**src/sv/sldf_pkg.sv**
```systemverilog
`default_nettype none
package sldf_pkg;

    localparam int WINDOW_DEPTH = 32;
    localparam int MAX_PAYLOAD  = 20;
    localparam int MIN_SCAN     = 7;

    localparam int AW = $clog2(WINDOW_DEPTH);
    localparam int CW = $clog2(WINDOW_DEPTH + 1);
    localparam int IW = $clog2(MAX_PAYLOAD + 1);
    localparam int LW = 8;

    typedef logic [1:0] t_cfg_idx;
    localparam t_cfg_idx CFG_SYNC_FIRST  = 2'd0;
    localparam t_cfg_idx CFG_SYNC_SECOND = 2'd1;
    localparam t_cfg_idx CFG_END_MARKER  = 2'd2;
    localparam t_cfg_idx CFG_MAX_LENGTH  = 2'd3;

    typedef logic [2:0] t_rd;
    localparam t_rd RD_NONE     = 3'd0;
    localparam t_rd RD_B0       = 3'd1;
    localparam t_rd RD_B1       = 3'd2;
    localparam t_rd RD_B2       = 3'd3;
    localparam t_rd RD_B3       = 3'd4;
    localparam t_rd RD_END      = 3'd5;
    localparam t_rd RD_PL_FIRST = 3'd6;
    localparam t_rd RD_PL_NEXT  = 3'd7;

    typedef logic [2:0] t_drop;
    localparam t_drop DROP_NONE  = 3'd0;
    localparam t_drop DROP_1     = 3'd1;
    localparam t_drop DROP_2     = 3'd2;
    localparam t_drop DROP_4     = 3'd3;
    localparam t_drop DROP_FRAME = 3'd4;

    typedef logic [1:0] t_emit;
    localparam t_emit EMIT_NONE  = 2'd0;
    localparam t_emit EMIT_EMPTY = 2'd1;
    localparam t_emit EMIT_PAY   = 2'd2;

    typedef struct packed {
        logic  store;
        t_rd   rd;
        t_drop drop;
        t_emit emit;
        logic  len_ld;
        logic  pl_init;
    } t_cmd;

    typedef struct packed {
        logic count_ge_min;
        logic b0_bad;
        logic b1_bad;
        logic hdr_bad;
        logic frame_ready;
        logic end_bad;
        logic len_zero;
        logic pl_last;
        logic out_free;
    } t_sts;

endpackage
`default_nettype wire

```
**src/sv/sldf_ctrl.sv**
```systemverilog
`default_nettype none
module sldf_ctrl
    import sldf_pkg::*;
(
    input  wire  i_clk,
    input  wire  i_rst_n,
    input  wire  i_in_valid,
    output logic o_in_stall,
    input  t_sts i_sts,
    output t_cmd o_cmd
);

    localparam logic [3:0] S_IDLE  = 4'd0;
    localparam logic [3:0] S_CHK   = 4'd1;
    localparam logic [3:0] S_B0    = 4'd2;
    localparam logic [3:0] S_B1    = 4'd3;
    localparam logic [3:0] S_B2    = 4'd4;
    localparam logic [3:0] S_B3    = 4'd5;
    localparam logic [3:0] S_END   = 4'd6;
    localparam logic [3:0] S_PL    = 4'd7;
    localparam logic [3:0] S_EMPTY = 4'd8;

    logic [3:0] r_state;
    logic [3:0] n_state;

    assign o_in_stall = (r_state != S_IDLE);

    always_comb begin
        n_state       = r_state;
        o_cmd         = '0;
        o_cmd.rd      = RD_NONE;
        o_cmd.drop    = DROP_NONE;
        o_cmd.emit    = EMIT_NONE;
        case (r_state)
            S_IDLE: begin
                if (i_in_valid) begin
                    o_cmd.store = 1'b1;
                    n_state     = S_CHK;
                end
            end
            S_CHK: begin
                if (!i_sts.count_ge_min) begin
                    n_state = S_IDLE;
                end else begin
                    o_cmd.rd = RD_B0;
                    n_state  = S_B0;
                end
            end
            S_B0: begin
                if (i_sts.b0_bad) begin
                    o_cmd.drop = DROP_1;
                    n_state    = S_CHK;
                end else begin
                    o_cmd.rd = RD_B1;
                    n_state  = S_B1;
                end
            end
            S_B1: begin
                if (i_sts.b1_bad) begin
                    o_cmd.drop = DROP_2;
                    n_state    = S_CHK;
                end else begin
                    o_cmd.rd = RD_B2;
                    n_state  = S_B2;
                end
            end
            S_B2: begin
                o_cmd.len_ld = 1'b1;
                o_cmd.rd     = RD_B3;
                n_state      = S_B3;
            end
            S_B3: begin
                if (i_sts.hdr_bad) begin
                    o_cmd.drop = DROP_4;
                    n_state    = S_CHK;
                end else if (i_sts.frame_ready) begin
                    o_cmd.rd = RD_END;
                    n_state  = S_END;
                end else begin
                    // frame not complete yet, wait for more bytes
                    n_state = S_IDLE;
                end
            end
            S_END: begin
                if (i_sts.end_bad) begin
                    o_cmd.drop = DROP_1;
                    n_state    = S_CHK;
                end else if (i_sts.len_zero) begin
                    n_state = S_EMPTY;
                end else begin
                    o_cmd.pl_init = 1'b1;
                    o_cmd.rd      = RD_PL_FIRST;
                    n_state       = S_PL;
                end
            end
            S_PL: begin
                if (i_sts.out_free) begin
                    o_cmd.emit = EMIT_PAY;
                    if (i_sts.pl_last) begin
                        o_cmd.drop = DROP_FRAME;
                        n_state    = S_CHK;
                    end else begin
                        o_cmd.rd = RD_PL_NEXT;
                    end
                end
            end
            S_EMPTY: begin
                if (i_sts.out_free) begin
                    o_cmd.emit = EMIT_EMPTY;
                    o_cmd.drop = DROP_FRAME;
                    n_state    = S_CHK;
                end
            end
            default: begin
                n_state = S_IDLE;
            end
        endcase
    end

    always_ff @(posedge i_clk) begin
        if (!i_rst_n) begin
            r_state <= S_IDLE;
        end else begin
            r_state <= n_state;
        end
    end

endmodule
`default_nettype wire

```
**src/sv/sldf_dpath.sv**
```systemverilog
`default_nettype none
module sldf_dpath
    import sldf_pkg::*;
(
    input  wire            i_clk,
    input  wire            i_rst_n,
    input  wire            i_cfg_wr_en,
    input  wire  [1:0]     i_cfg_index,
    input  wire  [7:0]     i_cfg_data,
    input  wire  [7:0]     i_rx_byte,
    input  wire            i_block_start,
    input  wire            i_out_stall,
    input  t_cmd           i_cmd,
    output t_sts           o_sts,
    output logic           o_out_valid,
    output logic [7:0]     o_payload_byte,
    output logic           o_frame_last,
    output logic           o_check_ok,
    output logic           o_frame_empty
);

    function automatic logic [AW-1:0] wrap_add(input logic [AW-1:0] base,
                                               input logic [CW-1:0] off);
        logic [CW:0] s;
        s = {{(CW + 1 - AW){1'b0}}, base} + {1'b0, off};
        if (s >= (CW + 1)'(WINDOW_DEPTH)) begin
            s = s - (CW + 1)'(WINDOW_DEPTH);
        end
        return s[AW-1:0];
    endfunction

    logic [7:0]    r_mem [WINDOW_DEPTH];
    logic [7:0]    r_rdata;
    logic [AW-1:0] r_head;
    logic [CW-1:0] r_count;
    logic [AW-1:0] n_head;
    logic [CW-1:0] n_count;

    logic [7:0]    r_sync_first;
    logic [7:0]    r_sync_second;
    logic [7:0]    r_end_marker;
    logic [4:0]    r_max_length;

    logic [LW-1:0] r_len;
    logic [IW-1:0] r_idx;
    logic [7:0]    r_cs;

    logic          r_out_valid;
    logic [7:0]    r_out_byte;
    logic          r_out_last;
    logic          r_out_ok;
    logic          r_out_empty;

    logic [AW-1:0] eff_head;
    logic [CW-1:0] eff_count;
    logic          full;
    logic [AW-1:0] waddr;
    logic [CW-1:0] rd_off;
    logic [CW-1:0] drop_n;
    logic [LW-1:0] limit;
    logic [LW:0]   hdr_sum;
    logic          out_free;

    assign limit = (LW'(r_max_length) > LW'(MAX_PAYLOAD)) ? LW'(MAX_PAYLOAD)
                                                           : LW'(r_max_length);
    assign hdr_sum  = {1'b0, r_len} + {1'b0, r_rdata};
    assign out_free = !r_out_valid || !i_out_stall;

    assign o_sts.count_ge_min = (r_count >= CW'(MIN_SCAN));
    assign o_sts.b0_bad       = (r_rdata != r_sync_first);
    assign o_sts.b1_bad       = (r_rdata != r_sync_second);
    assign o_sts.hdr_bad      = (hdr_sum != (LW + 1)'(255)) || (r_len > limit);
    assign o_sts.frame_ready  = ((LW + 1)'(r_count) > ({1'b0, r_len} + (LW + 1)'(4)));
    assign o_sts.end_bad      = (r_rdata != r_end_marker);
    assign o_sts.len_zero     = (r_len == '0);
    assign o_sts.pl_last      = (r_idx == IW'(r_len - LW'(1)));
    assign o_sts.out_free     = out_free;

    // block start restarts the window before the byte is stored
    assign eff_head  = i_block_start ? '0 : r_head;
    assign eff_count = i_block_start ? '0 : r_count;
    assign full      = (eff_count == CW'(WINDOW_DEPTH));
    assign waddr     = full ? eff_head : wrap_add(eff_head, eff_count);

    always_comb begin
        case (i_cmd.rd)
            RD_B0:       rd_off = CW'(0);
            RD_B1:       rd_off = CW'(1);
            RD_B2:       rd_off = CW'(2);
            RD_B3:       rd_off = CW'(3);
            RD_END:      rd_off = CW'(r_len) + CW'(4);
            RD_PL_FIRST: rd_off = CW'(4);
            RD_PL_NEXT:  rd_off = CW'(r_idx) + CW'(5);
            default:     rd_off = '0;
        endcase
    end

    always_comb begin
        case (i_cmd.drop)
            DROP_1:     drop_n = CW'(1);
            DROP_2:     drop_n = CW'(2);
            DROP_4:     drop_n = CW'(4);
            DROP_FRAME: drop_n = CW'(r_len) + CW'(5);
            default:    drop_n = '0;
        endcase
    end

    always_comb begin
        n_head  = r_head;
        n_count = r_count;
        if (i_cmd.store) begin
            n_head  = full ? wrap_add(eff_head, CW'(1)) : eff_head;
            n_count = full ? eff_count : eff_count + CW'(1);
        end else if (i_cmd.drop != DROP_NONE) begin
            n_head  = wrap_add(r_head, drop_n);
            n_count = r_count - drop_n;
        end
    end

    always_ff @(posedge i_clk) begin
        if (i_cmd.store) begin
            r_mem[waddr] <= i_rx_byte;
        end
        if (i_cmd.rd != RD_NONE) begin
            r_rdata <= r_mem[wrap_add(r_head, rd_off)];
        end
    end

    always_ff @(posedge i_clk) begin
        if (!i_rst_n) begin
            r_head        <= '0;
            r_count       <= '0;
            r_sync_first  <= 8'h55;
            r_sync_second <= 8'haa;
            r_end_marker  <= 8'h03;
            r_max_length  <= 5'd20;
            r_out_valid   <= 1'b0;
        end else begin
            r_head  <= n_head;
            r_count <= n_count;
            if (i_cfg_wr_en) begin
                case (i_cfg_index)
                    CFG_SYNC_FIRST:  r_sync_first  <= i_cfg_data;
                    CFG_SYNC_SECOND: r_sync_second <= i_cfg_data;
                    CFG_END_MARKER:  r_end_marker  <= i_cfg_data;
                    CFG_MAX_LENGTH:  r_max_length  <= i_cfg_data[4:0];
                    default: ;
                endcase
            end
            if (i_cmd.emit != EMIT_NONE) begin
                r_out_valid <= 1'b1;
            end else if (!i_out_stall) begin
                r_out_valid <= 1'b0;
            end
        end
    end

    always_ff @(posedge i_clk) begin
        if (i_cmd.len_ld) begin
            r_len <= r_rdata;
        end
        if (i_cmd.pl_init) begin
            r_idx <= '0;
            r_cs  <= '0;
        end else if (i_cmd.emit == EMIT_PAY) begin
            r_idx <= r_idx + IW'(1);
            r_cs  <= r_cs ^ r_rdata;
        end
        case (i_cmd.emit)
            EMIT_PAY: begin
                r_out_byte  <= r_rdata;
                r_out_last  <= o_sts.pl_last;
                r_out_ok    <= o_sts.pl_last && (r_cs == r_rdata);
                r_out_empty <= 1'b0;
            end
            EMIT_EMPTY: begin
                r_out_byte  <= 8'h00;
                r_out_last  <= 1'b1;
                r_out_ok    <= 1'b0;
                r_out_empty <= 1'b1;
            end
            default: ;
        endcase
    end

    assign o_out_valid    = r_out_valid;
    assign o_payload_byte = r_out_byte;
    assign o_frame_last   = r_out_last;
    assign o_check_ok     = r_out_ok;
    assign o_frame_empty  = r_out_empty;

endmodule
`default_nettype wire

```
**src/sv/sync_length_frame_deframer.sv**
```systemverilog
// a byte is taken while idle, then the scan reads one window byte per cycle while the
// output is not stalled; the next byte is taken once the scan returns to idle, which it does
// with fewer than 7 held or when a partial frame is held, and each dropped head adds a rescan
// one item at a time: no new byte is taken until the scan is done; an empty frame gives one
// item, and a payload goes out one item per cycle while the output is not stalled
// reset: synchronous active-low; empties the window and loads the default registers
`default_nettype none
module sync_length_frame_deframer
    import sldf_pkg::*;
(
    input  wire        i_clk,
    input  wire        i_rst_n,
    input  wire        i_cfg_wr_en,
    input  wire  [1:0] i_cfg_index,
    input  wire  [7:0] i_cfg_data,
    input  wire        i_in_valid,
    output logic       o_in_stall,
    input  wire  [7:0] i_rx_byte,
    input  wire        i_block_start,
    output logic       o_out_valid,
    input  wire        i_out_stall,
    output logic [7:0] o_payload_byte,
    output logic       o_frame_last,
    output logic       o_check_ok,
    output logic       o_frame_empty
);

    t_cmd cmd;
    t_sts sts;

    sldf_ctrl u_ctrl (
        .i_clk      (i_clk),
        .i_rst_n    (i_rst_n),
        .i_in_valid (i_in_valid),
        .o_in_stall (o_in_stall),
        .i_sts      (sts),
        .o_cmd      (cmd)
    );

    sldf_dpath u_dpath (
        .i_clk          (i_clk),
        .i_rst_n        (i_rst_n),
        .i_cfg_wr_en    (i_cfg_wr_en),
        .i_cfg_index    (i_cfg_index),
        .i_cfg_data     (i_cfg_data),
        .i_rx_byte      (i_rx_byte),
        .i_block_start  (i_block_start),
        .i_out_stall    (i_out_stall),
        .i_cmd          (cmd),
        .o_sts          (sts),
        .o_out_valid    (o_out_valid),
        .o_payload_byte (o_payload_byte),
        .o_frame_last   (o_frame_last),
        .o_check_ok     (o_check_ok),
        .o_frame_empty  (o_frame_empty)
    );

endmodule
`default_nettype wire
```
**config.mk**
```make
export PLATFORM = sky130hd
export DESIGN_NAME = sync_length_frame_deframer
export DESIGN_NICKNAME = d
export VERILOG_FILES = /design/src/sv/sldf_pkg.sv /design/src/sv/sldf_ctrl.sv /design/src/sv/sldf_dpath.sv /design/src/sv/sync_length_frame_deframer.sv
export SDC_FILE = /design/constraint.sdc
export NUM_CORES = 1
export LEC_CHECK = 0
export BUFFER_PORTS_ARGS = -buffer_cell sky130_fd_sc_hd__buf_2
export CORE_MARGIN = 8
export CORE_UTILIZATION = 30
export DETAILED_ROUTE_END_ITERATION = 10
export RECOVER_POWER = 50
export SYNTH_ARGS = -nofsm -noshare
export SYNTH_HDL_FRONTEND = slang
export SYNTH_SLANG_ARGS = --single-unit
```
**constraint.sdc**
```tcl
create_clock -name i_clk -period 8.2 [get_ports i_clk]
set_input_delay 0.82 -clock i_clk [delete_from_list [all_inputs] [get_ports i_clk]]
set_output_delay 0.82 -clock i_clk [all_outputs]
set_load 0.02 [all_outputs]
```
==> impl_metrics.csv, run 1 <==
group,metric,value,unit
outcome,status,"finished with violations",
outcome,violations,"capacitance limit, slew limit",
finish,finalNetCount,1236,
global_route,use_met3,0.0217,
min_path,holdCritPathClass,"reg -> reg",
detailed_routing,vias,9351,
cts,root_buffer,"clkbuf_16",
sta,fin_crit,6.02,ns
global_route,grt_pass1_wl,57700,um
cts,clkLatencyLatePin,0.53,ns
synthesis,synth_flop_cell,"edfxtp_1",
power_and_ir_drop,peakVddDrop,0.000123,V
cts,cts_resized,0,
placed_design,gp_congestion,0.863,
setup_path,arrival,6.27,ns
global_route,antenna_found_initial,0,
cts,cts_buffers,38,
synthesis,synth_cell_types,76,
sta,slew_violations,32,
global_route,use_met2,0.208,
synthesis,synth_area_leaders,"edfxtp_1 53%, mux4_2 9.1%, dfxtp_1 7.3%",
finish,drive_gt1_frac,0.152,
placed_design,place_area,0.0168,mm^2
setup_path,path_buf_inv,2,
setup_path,worstSetupPathType,"reg -> reg",
setup_path,cpPeakStageDelay,1.12,ns
detailed_routing,viasPerCell,4.99,
synthesis,yosysMostFrequentCell,"edfxtp_1",
cts,clk_pin_slew_worst_paths,0.06,ns
placed_design,dpl.cell_count,1807,
placed_design,port_buffers,36,
die,core_area,0.0526,mm^2
sta,period_share,0.734,
cts,post-cts-setup-buffers,0,
setup_path,path_cells,"ha_1 > inv_1 > fa_1 > nand2b_1 > a21oi_2 > mux2i_1 > nor4_2 > nand3_1 > and2_1 > a21o_1 > ha_4 > fa_2 > buf_4 > mux4_2 > mux2i_1 > nor2_1 > a21oi_1 > mux2i_1",
setup_path,critPathCaptureType,"flop",
global_route,grt_pass1_vias,9548,
setup_path,cp-start-kind,"flop",
synthesis,synth_nets,1204,
finish,fill_cells,5067,
die,die_y,246,um
sta,final.setup_skew,0.0298,ns
die,design.die.area,0.0607,mm^2
sta,fin_ws,2.18,ns
detailed_routing,drt_iter0_drc,813,
sta,rsz0062_at_grt,"false",
setup_path,cp.required,8.45,ns
run,cap_violations,1,
power_and_ir_drop,pwr_density_cell,217,mW/mm^2
die,die_w,246,um
setup_path,crit_top_cell,"mux2i_1",
setup_path,crit_path_top_delay_cell,"fa_2",
detailed_routing,remaining_drc_errors,0,
global_route,overflow,0,
cts,cts_hold_buffers,0,
synthesis,synth_top_area_frac,0.534,
detailed_routing,ant_nets,0,
sta,fmax,0.166,GHz
setup_path,critPathTopFamily,"adder cells",
sta,tns,0,ns
detailed_routing,totalWireLength,37200,um
sta,tightestPinTransition,1.50,ns
finish,diodes,0,
die,start_util,0.303,
global_route,grt_max_degree,50,
cts,cts_tree,"yes",
power_and_ir_drop,total_power,0.00391,W
global_route,met1_usage,0.159,
sta,hold_viol,0,
cts,cts.sinks,341,
global_route,grt.busiest_layer,"met2",
synthesis,syn-instance-count,1127,
synthesis,synth_edf_count,283,
global_route,grt_use_total,0.122,
finish,fin_cells,1875,
cts,h-tree-depth,2,
detailed_routing,first_pass_iters,7,
cts,clk_path_buf_depth,3,
synthesis,synth_top_cell_by_area,"edfxtp_1",
synthesis,synthArstFlopShare,0,
die,core.rowCount,84,
synthesis,synth_common_cells,"283 x edfxtp_1, 101 x nor2_1, 72 x nand2_1",
synthesis,avgSynthCellArea,14.1,um^2
die,ios,37,
sta,relSlewSlack,-0.00313,
sta,setup_violations,0,
detailed_routing,wl_per_cell,19.9,um
setup_path,crit_fanout,33,
finish,stdcell_area,0.0180,mm^2
synthesis,yosys_warnings,0,
power_and_ir_drop,power_leakage,6.09,nW
synthesis,ys_seq_area_frac,0.606,
finish,area_growth_syn_to_layout,13.2,%
placed_design,post-dp-hpwl,24600,um
synthesis,synthesis.area,0.0159,mm^2
synthesis,ys_ff_latch,341,
placed_design,pre_cts_ws,2.19,ns
[power by group]
| part | internal, W | switching, W |
|---|---|---|
| registers | 0.00190 | 0.0000289 |
| clock network | 0.00102 | 0.000692 |
| logic | 0.000103 | 0.000166 |
[area by class of cell]
type | count | area [um^2] | area share
clock buffer | 41 | 962 | 0.0534
timing repair buffer | 44 | 208 | 0.0115
tap | 688 | 861 | 0.0478
sequential | 341 | 9660 | 0.536
clock inverter | 27 | 294 | 0.0163
inverter | 29 | 109 | 0.00604
multi-input combinational | 705 | 5930 | 0.329
[cells by family after synthesis]
| logic type | count (synthesis) | synth area share |
|---|---|---|
| compound gates | 139 | 0.0551 |
| buf+inv | 81 | 0.0239 |
| simple gates | 306 | 0.0943 |
| fa+ha+maj | 53 | 0.0440 |
| flops | 341 | 0.606 |
| mux | 132 | 0.135 |
| xor+xnor | 75 | 0.0417 |
[cell usage in the layout, fill, tap and decap left out, drive strengths merged, types with 9 or more instances in the layout]
cell type	Yosys	routed
edfxtp	283	283
nor2	101	101
nand2	73	73
clkbuf	39	65
mux4	64	64
a21oi	62	62
dfxtp	58	58
mux2i	51	51
ha	48	48
xor2	47	47
inv	29	31
xnor2	28	28
nand3	26	26
o21ai	23	23
nor3	20	20
buf	13	20
nor2b	18	18
mux2	17	17
clkinv	0	16
nand4	12	12
nand2b	11	11
nor4	9	9
and3	9	9
[path summary, 6_finish.rpt]
path / startpoint / to / slack [ns] / cells after the start
worst max-delay path: u_dpath.r_len[0] / u_dpath.r_rdata[0] / 2.18 / 18
worst max register to register: u_dpath.r_len[0] / u_dpath.r_rdata[0] / 2.18 / 18
worst min-delay path: u_dpath.r_end_marker[2] / u_dpath.r_end_marker[2] / 0.47 / 2
worst min register to register: u_dpath.r_end_marker[2] / u_dpath.r_end_marker[2] / 0.47 / 2
[state kept, by name (all words and copies together), names as in the netlist]
register / cells
u_dpath.o_check_ok: 1
u_dpath.r_cs: 8
u_dpath.r_len: 8
u_dpath.o_frame_last: 1
u_dpath.r_sync_second: 8
u_dpath.r_mem: 256
u_dpath.o_frame_empty: 1
u_dpath.r_idx: 5
u_dpath.r_rdata: 8
u_dpath.r_count: 6
u_dpath.r_sync_first: 8
u_dpath.r_max_length: 5
u_dpath.o_payload_byte: 8
u_ctrl.r_state: 4
u_dpath.o_out_valid: 1
u_dpath.r_end_marker: 8
u_dpath.r_head: 5
[tightest hold or removal path, delay by kind of cell, from the launching register on]
family / cells / cell delay, ns
AOI/OAI and AO/OA: 1 / 0.05
DFF: 1 / 0.31
and+or+nand+nor: 1 / 0.05
[metrics by stage]
stage | utilization | hold slack (ns)
after CTS | 0.344 | 0.469
after floorplan | - | 0.448
after global placement | 0.320 | 0.457
after global routing | 0.343 | 0.485
after detailed placement | 0.320 | 0.461
final | 0.343 | 0.470
[layer usage]
layer | vias up | share of wire
met5 | - | 0
met4 | 0 | 0.018
met3 | 50 | 0.057
met2 | 261 | 0.49
met1 | 4690 | 0.44
li1 | 4350 | -
(Power assumes the default switching activity.)
==> run 2: changes to the inputs <==
Clock period 8.2 ns to 5.5 ns, I/O delays scaled along.
==> impl_metrics.csv, run 2 (synthesized netlist as in run 1, its figures left out) <==
group,metric,value,unit
power_and_ir_drop,internal-power,0.00466,W
detailed_routing,remaining_drc_errors,0,
die,die_w,246,um
setup_path,critPathCaptureType,"flop",
sta,rsz0062_at_grt,"false",
finish,largest_reg_flops,256,
setup_path,reg2reg_depth,19,
sta,slew_violations,66,
setup_path,cp-start-kind,"flop",
setup_path,critPathCapture,"u_dpath.r_rdata[3]",
global_route,antenna_found_initial,0,
global_route,grt_max_degree,36,
cts,clkLatencyLatePin,0.57,ns
setup_path,arrival,5.38,ns
sta,period_share,0.929,
finish,area_growth_syn_to_layout,14.9,%
die,die_y,246,um
placed_design,dpl.cell_count,1824,
sta,tightestPinTransition,1.61,ns
min_path,holdCritPathClass,"in -> reg",
setup_path,crit_fanout,10,
outcome,status,"finished with violations",
power_and_ir_drop,p_clk_frac,0.454,
setup_path,r2r_setup_slack,0.39,ns
die,design.die.area,0.0607,mm^2
finish,fill_cells,5090,
global_route,grt_pass1_vias,9412,
finish,fin_cells,1894,
cts,post-cts-setup-buffers,0,
finish,layout_commonest_cell,"edfxtp_1",
outcome,violations,"capacitance limit, slew limit",
sta,fin_crit,5.11,ns
setup_path,worstSetupPathType,"reg -> reg",
cts,cts_resized,0,
detailed_routing,drt_iter0_drc,831,
cts,clk_pin_slew_worst_paths,0.06,ns
sta,fmax,0.196,GHz
placed_design,port_buffers,36,
finish,drive_gt1_frac,0.158,
finish,final_cell_mix,"283 x edfxtp_1, 101 x nor2_1, 72 x nand2_1",
power_and_ir_drop,seqPwrFrac,0.477,
detailed_routing,ant_nets,0,
die,start_util,0.303,
setup_path,cp.required,5.77,ns
finish,regMostFlops,"u_dpath.r_mem",
detailed_routing,viasPerCell,4.93,
power_and_ir_drop,swShare,0.226,
placed_design,post-dp-hpwl,25000,um
sta,hold_viol,0,
cts,h-tree-depth,2,
power_and_ir_drop,peakVddDrop,0.000188,V
finish,finalNetCount,1253,
finish,multi_input_area,0.00593,mm^2
power_and_ir_drop,power.switching,0.00136,W
setup_path,crit_path_top_delay_cell,"or4b_1",
power_and_ir_drop,pwr_density_cell,329,mW/mm^2
detailed_routing,first_pass_iters,7,
sta,tns,0,ns
setup_path,path_cells,"ha_1 > inv_1 > fa_1 > nand2b_1 > a21oi_2 > mux2i_1 > nor4_2 > nand3_1 > and2_1 > a21o_1 > ha_4 > fa_2 > a21o_1 > a21oi_1 > xnor2_1 > or4b_1 > nor3_2 > a211oi_4 > mux2i_1",
cts,cts_hold_buffers,0,
sta,final.setup_skew,0.0302,ns
placed_design,gp_congestion,0.873,
run,cap_violations,2,
setup_path,crit_path_start,"u_dpath.r_rdata[0]",
global_route,grt_use_total,0.123,
setup_path,cpPeakStageDelay,0.48,ns
global_route,grt_pass1_wl,57600,um
finish,seq_area,0.00966,mm^2
finish,diodes,0,
cts,cts.sinks,341,
detailed_routing,totalWireLength,37600,um
cts,cts_tree,"yes",
global_route,overflow,0,
setup_path,r2r-end,"u_dpath.r_rdata[3]",
finish,post-route-util,0.348,
power_and_ir_drop,combPwrFrac,0.069,
die,ios,37,
cts,cts_buffers,38,
power_and_ir_drop,power_leakage,6.21,nW
setup_path,critical_path.reg2reg.startpoint,"u_dpath.r_rdata[0]",
detailed_routing,vias,9341,
detailed_routing,wl_per_cell,19.8,um
min_path,worstHoldPathCells,3,
sta,setup_violations,0,
die,core.rowCount,84,
die,core_area,0.0526,mm^2
cts,root_buffer,"clkbuf_16",
cts,clk_path_buf_depth,3,
sta,relSlewSlack,-0.0706,
## run 2: changes by cell type in the layout (fill, tap and decap cells not counted), sizes merged
cell	before	now
buf	20	30
clkinvlp	4	2
bufinv	5	8
clkbuf	65	78
clkinv	16	11
## run 2: layout make-up
class | count | area share
Multi-Input combinational cell | 705 | 0.324
Inverter | 29 | 0.00595
Sequential cell | 341 | 0.528
Clock inverter | 23 | 0.0196
Timing Repair Buffer | 61 | 0.0217
Clock buffer | 47 | 0.0538
Tap cell | 688 | 0.0470
## run 2: per-layer routing
metal | up-vias | track usage | routed length, um | share of wire
li1 | 4371 | - | - | -
met1 | 4701 | 0.169 | 17300 | 0.46
met2 | 220 | 0.192 | 17300 | 0.46
met3 | 49 | 0.0291 | 2180 | 0.058
met4 | 0 | 0.0339 | 771 | 0.021
met5 | - | 0 | 0 | 0
## run 2: critical path: cells and delay by family (launching register included)
family          cells  cell delay (ns)
compound gates      5             0.88
xor+xnor            1             0.19
fa+ha+maj           4             1.12
buf+inv             1             0.06
flops               1             0.39
mux                 2             0.30
simple gates        6             1.87
## run 2: stage by stage
step           instance area (um^2)  hold WS (ns)  total power (W)  setup slack [ns]
3_5_place_dp                  17000         0.466          0.00334             0.458
4_1_cts                       18400         0.222          0.00609             0.432
2_1_floorplan                 15900         0.448          0.00318             0.622
3_3_place_gp                  17000         0.455          0.00334             0.582
6_report                      18300         0.259          0.00602             0.389
5_1_grt                       18300         0.243          0.00623            0.0114
## run 2: how the worst min path moves through the flow
stage	start	to	slack, ns
detailed placement	u_dpath.r_end_marker[3]	u_dpath.r_end_marker[3]	0.47
CTS	i_cfg_data[5]	u_dpath.r_sync_second[5]	0.22
floorplan	u_dpath.r_end_marker[2]	u_dpath.r_end_marker[2]	0.45
global placement	u_dpath.r_end_marker[4]	u_dpath.r_end_marker[4]	0.46
finish	i_cfg_data[7]	u_dpath.r_sync_second[7]	0.26
global route	i_cfg_data[5]	u_dpath.r_sync_second[5]	0.24
## run 2: power groups by stage
stage               sequential [W]  clock, W  combinational (W)
floorplan                  0.00290         0           0.000280
global placement           0.00292         0           0.000415
detailed placement         0.00292         0           0.000424
CTS                        0.00287   0.00280           0.000425
global route               0.00287   0.00290           0.000457
finish                     0.00287   0.00273           0.000417
==> run 3: changes to the inputs <==
Settings changed: CORE_UTILIZATION 30 to 55, PLACE_DENSITY set to 0.74.
==> impl_metrics.csv, run 3 (synthesized netlist as in run 1, its figures left out) <==
group,metric,value,unit
finish,seq_area,0.00966,mm^2
die,die_w,186,um
detailed_routing,vias,9505,
finish,stdcell_area,0.0177,mm^2
cts,clkLatencyLatePin,0.54,ns
power_and_ir_drop,pwr_density_cell,320,mW/mm^2
global_route,grt_use_total,0.210,
sta,setup_violations,0,
finish,multi_input_area,0.00593,mm^2
sta,rsz0062_at_grt,"false",
die,core_area,0.0286,mm^2
setup_path,worstSetupPathType,"reg -> reg",
outcome,violations,"capacitance limit, slew limit",
setup_path,cp-start-kind,"flop",
detailed_routing,drt_iter0_drc,735,
setup_path,critical_path.reg2reg.startpoint,"u_dpath.r_len[0]",
cts,cts_hold_buffers,0,
die,ios,37,
placed_design,dpl.cell_count,1523,
cts,cts_tree,"yes",
sta,fin_crit,5.20,ns
cts,root_buffer,"clkbuf_16",
die,start_util,0.556,
setup_path,crit_path_top_delay_cell,"fa_2",
finish,fin_cells,1590,
power_and_ir_drop,peakVddDrop,0.000281,V
die,die_y,186,um
detailed_routing,viasPerCell,5.98,
global_route,grt_pass1_vias,9589,
detailed_routing,first_pass_iters,5,
detailed_routing,ant_nets,0,
detailed_routing,totalWireLength,35600,um
setup_path,crit_fanout,32,
placed_design,place_area,0.0166,mm^2
sta,tightestPinTransition,1.59,ns
sta,tns,0,ns
cts,cts.sinks,341,
setup_path,crit_top_cell,"mux2i_1",
setup_path,cp.required,5.73,ns
min_path,min_from,"i_cfg_data[6]",
finish,area_growth_syn_to_layout,11.3,%
sta,slew_violations,33,
setup_path,critPathCaptureType,"flop",
placed_design,post-dp-hpwl,23500,um
placed_design,port_buffers,36,
sta,fin_ws,0.303,ns
finish,largest_reg_flops,256,
detailed_routing,remaining_drc_errors,0,
global_route,overflow,0,
cts,clk_pin_slew_worst_paths,0.05,ns
finish,finalNetCount,1255,
detailed_routing,wl_per_cell,22.4,um
power_and_ir_drop,power_leakage,6.15,nW
power_and_ir_drop,total_power,0.00566,W
sta,hold_viol,0,
placed_design,pre_cts_ws,0.268,ns
run,cap_violations,4,
sta,period_share,0.945,
cts,h-tree-depth,2,
cts,clk_path_buf_depth,3,
die,design.die.area,0.0347,mm^2
finish,diodes,0,
sta,relSlewSlack,-0.0608,
placed_design,gp_congestion,0.912,
global_route,antenna_found_initial,0,
setup_path,crit_path_start,"u_dpath.r_len[0]",
min_path,holdCritPathClass,"in -> reg",
global_route,grt_max_degree,33,
finish,drive_gt1_frac,0.157,
die,core.rowCount,62,
sta,final.setup_skew,0.0394,ns
finish,regMostFlops,"u_dpath.r_mem",
setup_path,arrival,5.42,ns
finish,final_cell_mix,"283 x edfxtp_1, 101 x nor2_1, 72 x nand2_1",
cts,cts_buffers,37,
global_route,grt_pass1_wl,55300,um
finish,layout_commonest_cell,"edfxtp_1",
setup_path,cpPeakStageDelay,0.55,ns
sta,fmax,0.192,GHz
setup_path,path_cells,"ha_1 > inv_1 > fa_1 > nand2b_1 > a21oi_2 > mux2i_1 > nor4_2 > nand3_2 > and2_1 > a21o_1 > ha_4 > fa_2 > buf_12 > buf_4 > mux4_2 > mux2_2 > a21oi_1 > mux2i_1",
outcome,status,"finished with violations",
finish,fill_cells,2094,
run 3: cell count changes in the layout (fill, tap and decap cells not counted), moves of 2 or more:
cell        previous run  this run
bufinv_16              8         2
clkinv_2               4         7
clkbuf_8               0         2
buf_4                 10        18
buf_12                 7         3
clkinv_1               5         7
clkinvlp_4             2         0
inv_6                  2         0
run 3: per-stage QoR:
stage | hold slack (ns) | util
global route | 0.281 | 0.619
CTS | 0.262 | 0.621
global placement | 0.454 | 0.580
floorplan | 0.448 | -
detailed placement | 0.461 | 0.580
finish | 0.281 | 0.619
run 3: cell type report:
cell class                 instances  area share
multi-input combinational        705       0.335
clock buffer                      48      0.0557
sequential                       341       0.545
inverter                          29     0.00614
timing repair buffer              64      0.0210
tap                              384      0.0271
clock inverter                    19      0.0104
run 3: worst paths after layout:
check	cells past startpoint	slack, ns	to
hold reg to reg	2	0.47	u_dpath.r_end_marker[3]
hold / removal	3	0.28	u_dpath.r_sync_first[6]
setup reg to reg	18	0.30	u_dpath.r_rdata[1]
setup / recovery	18	0.30	u_dpath.r_rdata[1]
run 3: critical path, delay by kind of cell, from the launching register on:
kind / cells / cell delay [ns]
mux: 4 / 0.82
buf+inv: 3 / 0.49
fa+ha+maj: 4 / 1.32
compound gates: 3 / 0.62
simple gates: 4 / 1.10
flops: 1 / 0.53
run 3: routing by layer:
layer / vias up / wire length (um) / global-route usage
li1: 4369 / - / -
met1: 4724 / 14100 / 0.261
met2: 337 / 18000 / 0.363
met3: 75 / 2470 / 0.0408
met4: 0 / 1020 / 0.0772
met5: - / 0 / 0
run 3: where the power goes:
group	internal (W)	switching, W	leakage [nW]
combinational	0.000161	0.000257	2.56
sequential	0.00284	0.0000299	3.02
clock	0.00137	0.00101	0.573
total	0.00437	0.00129	6.15
run 3: repair_timing:
item,4_1_cts,5_1_grt
endpoints found under the setup margin,0,4
hold endpoints to repair,0,0
gates resized for setup,0,1
buffers inserted,0,0
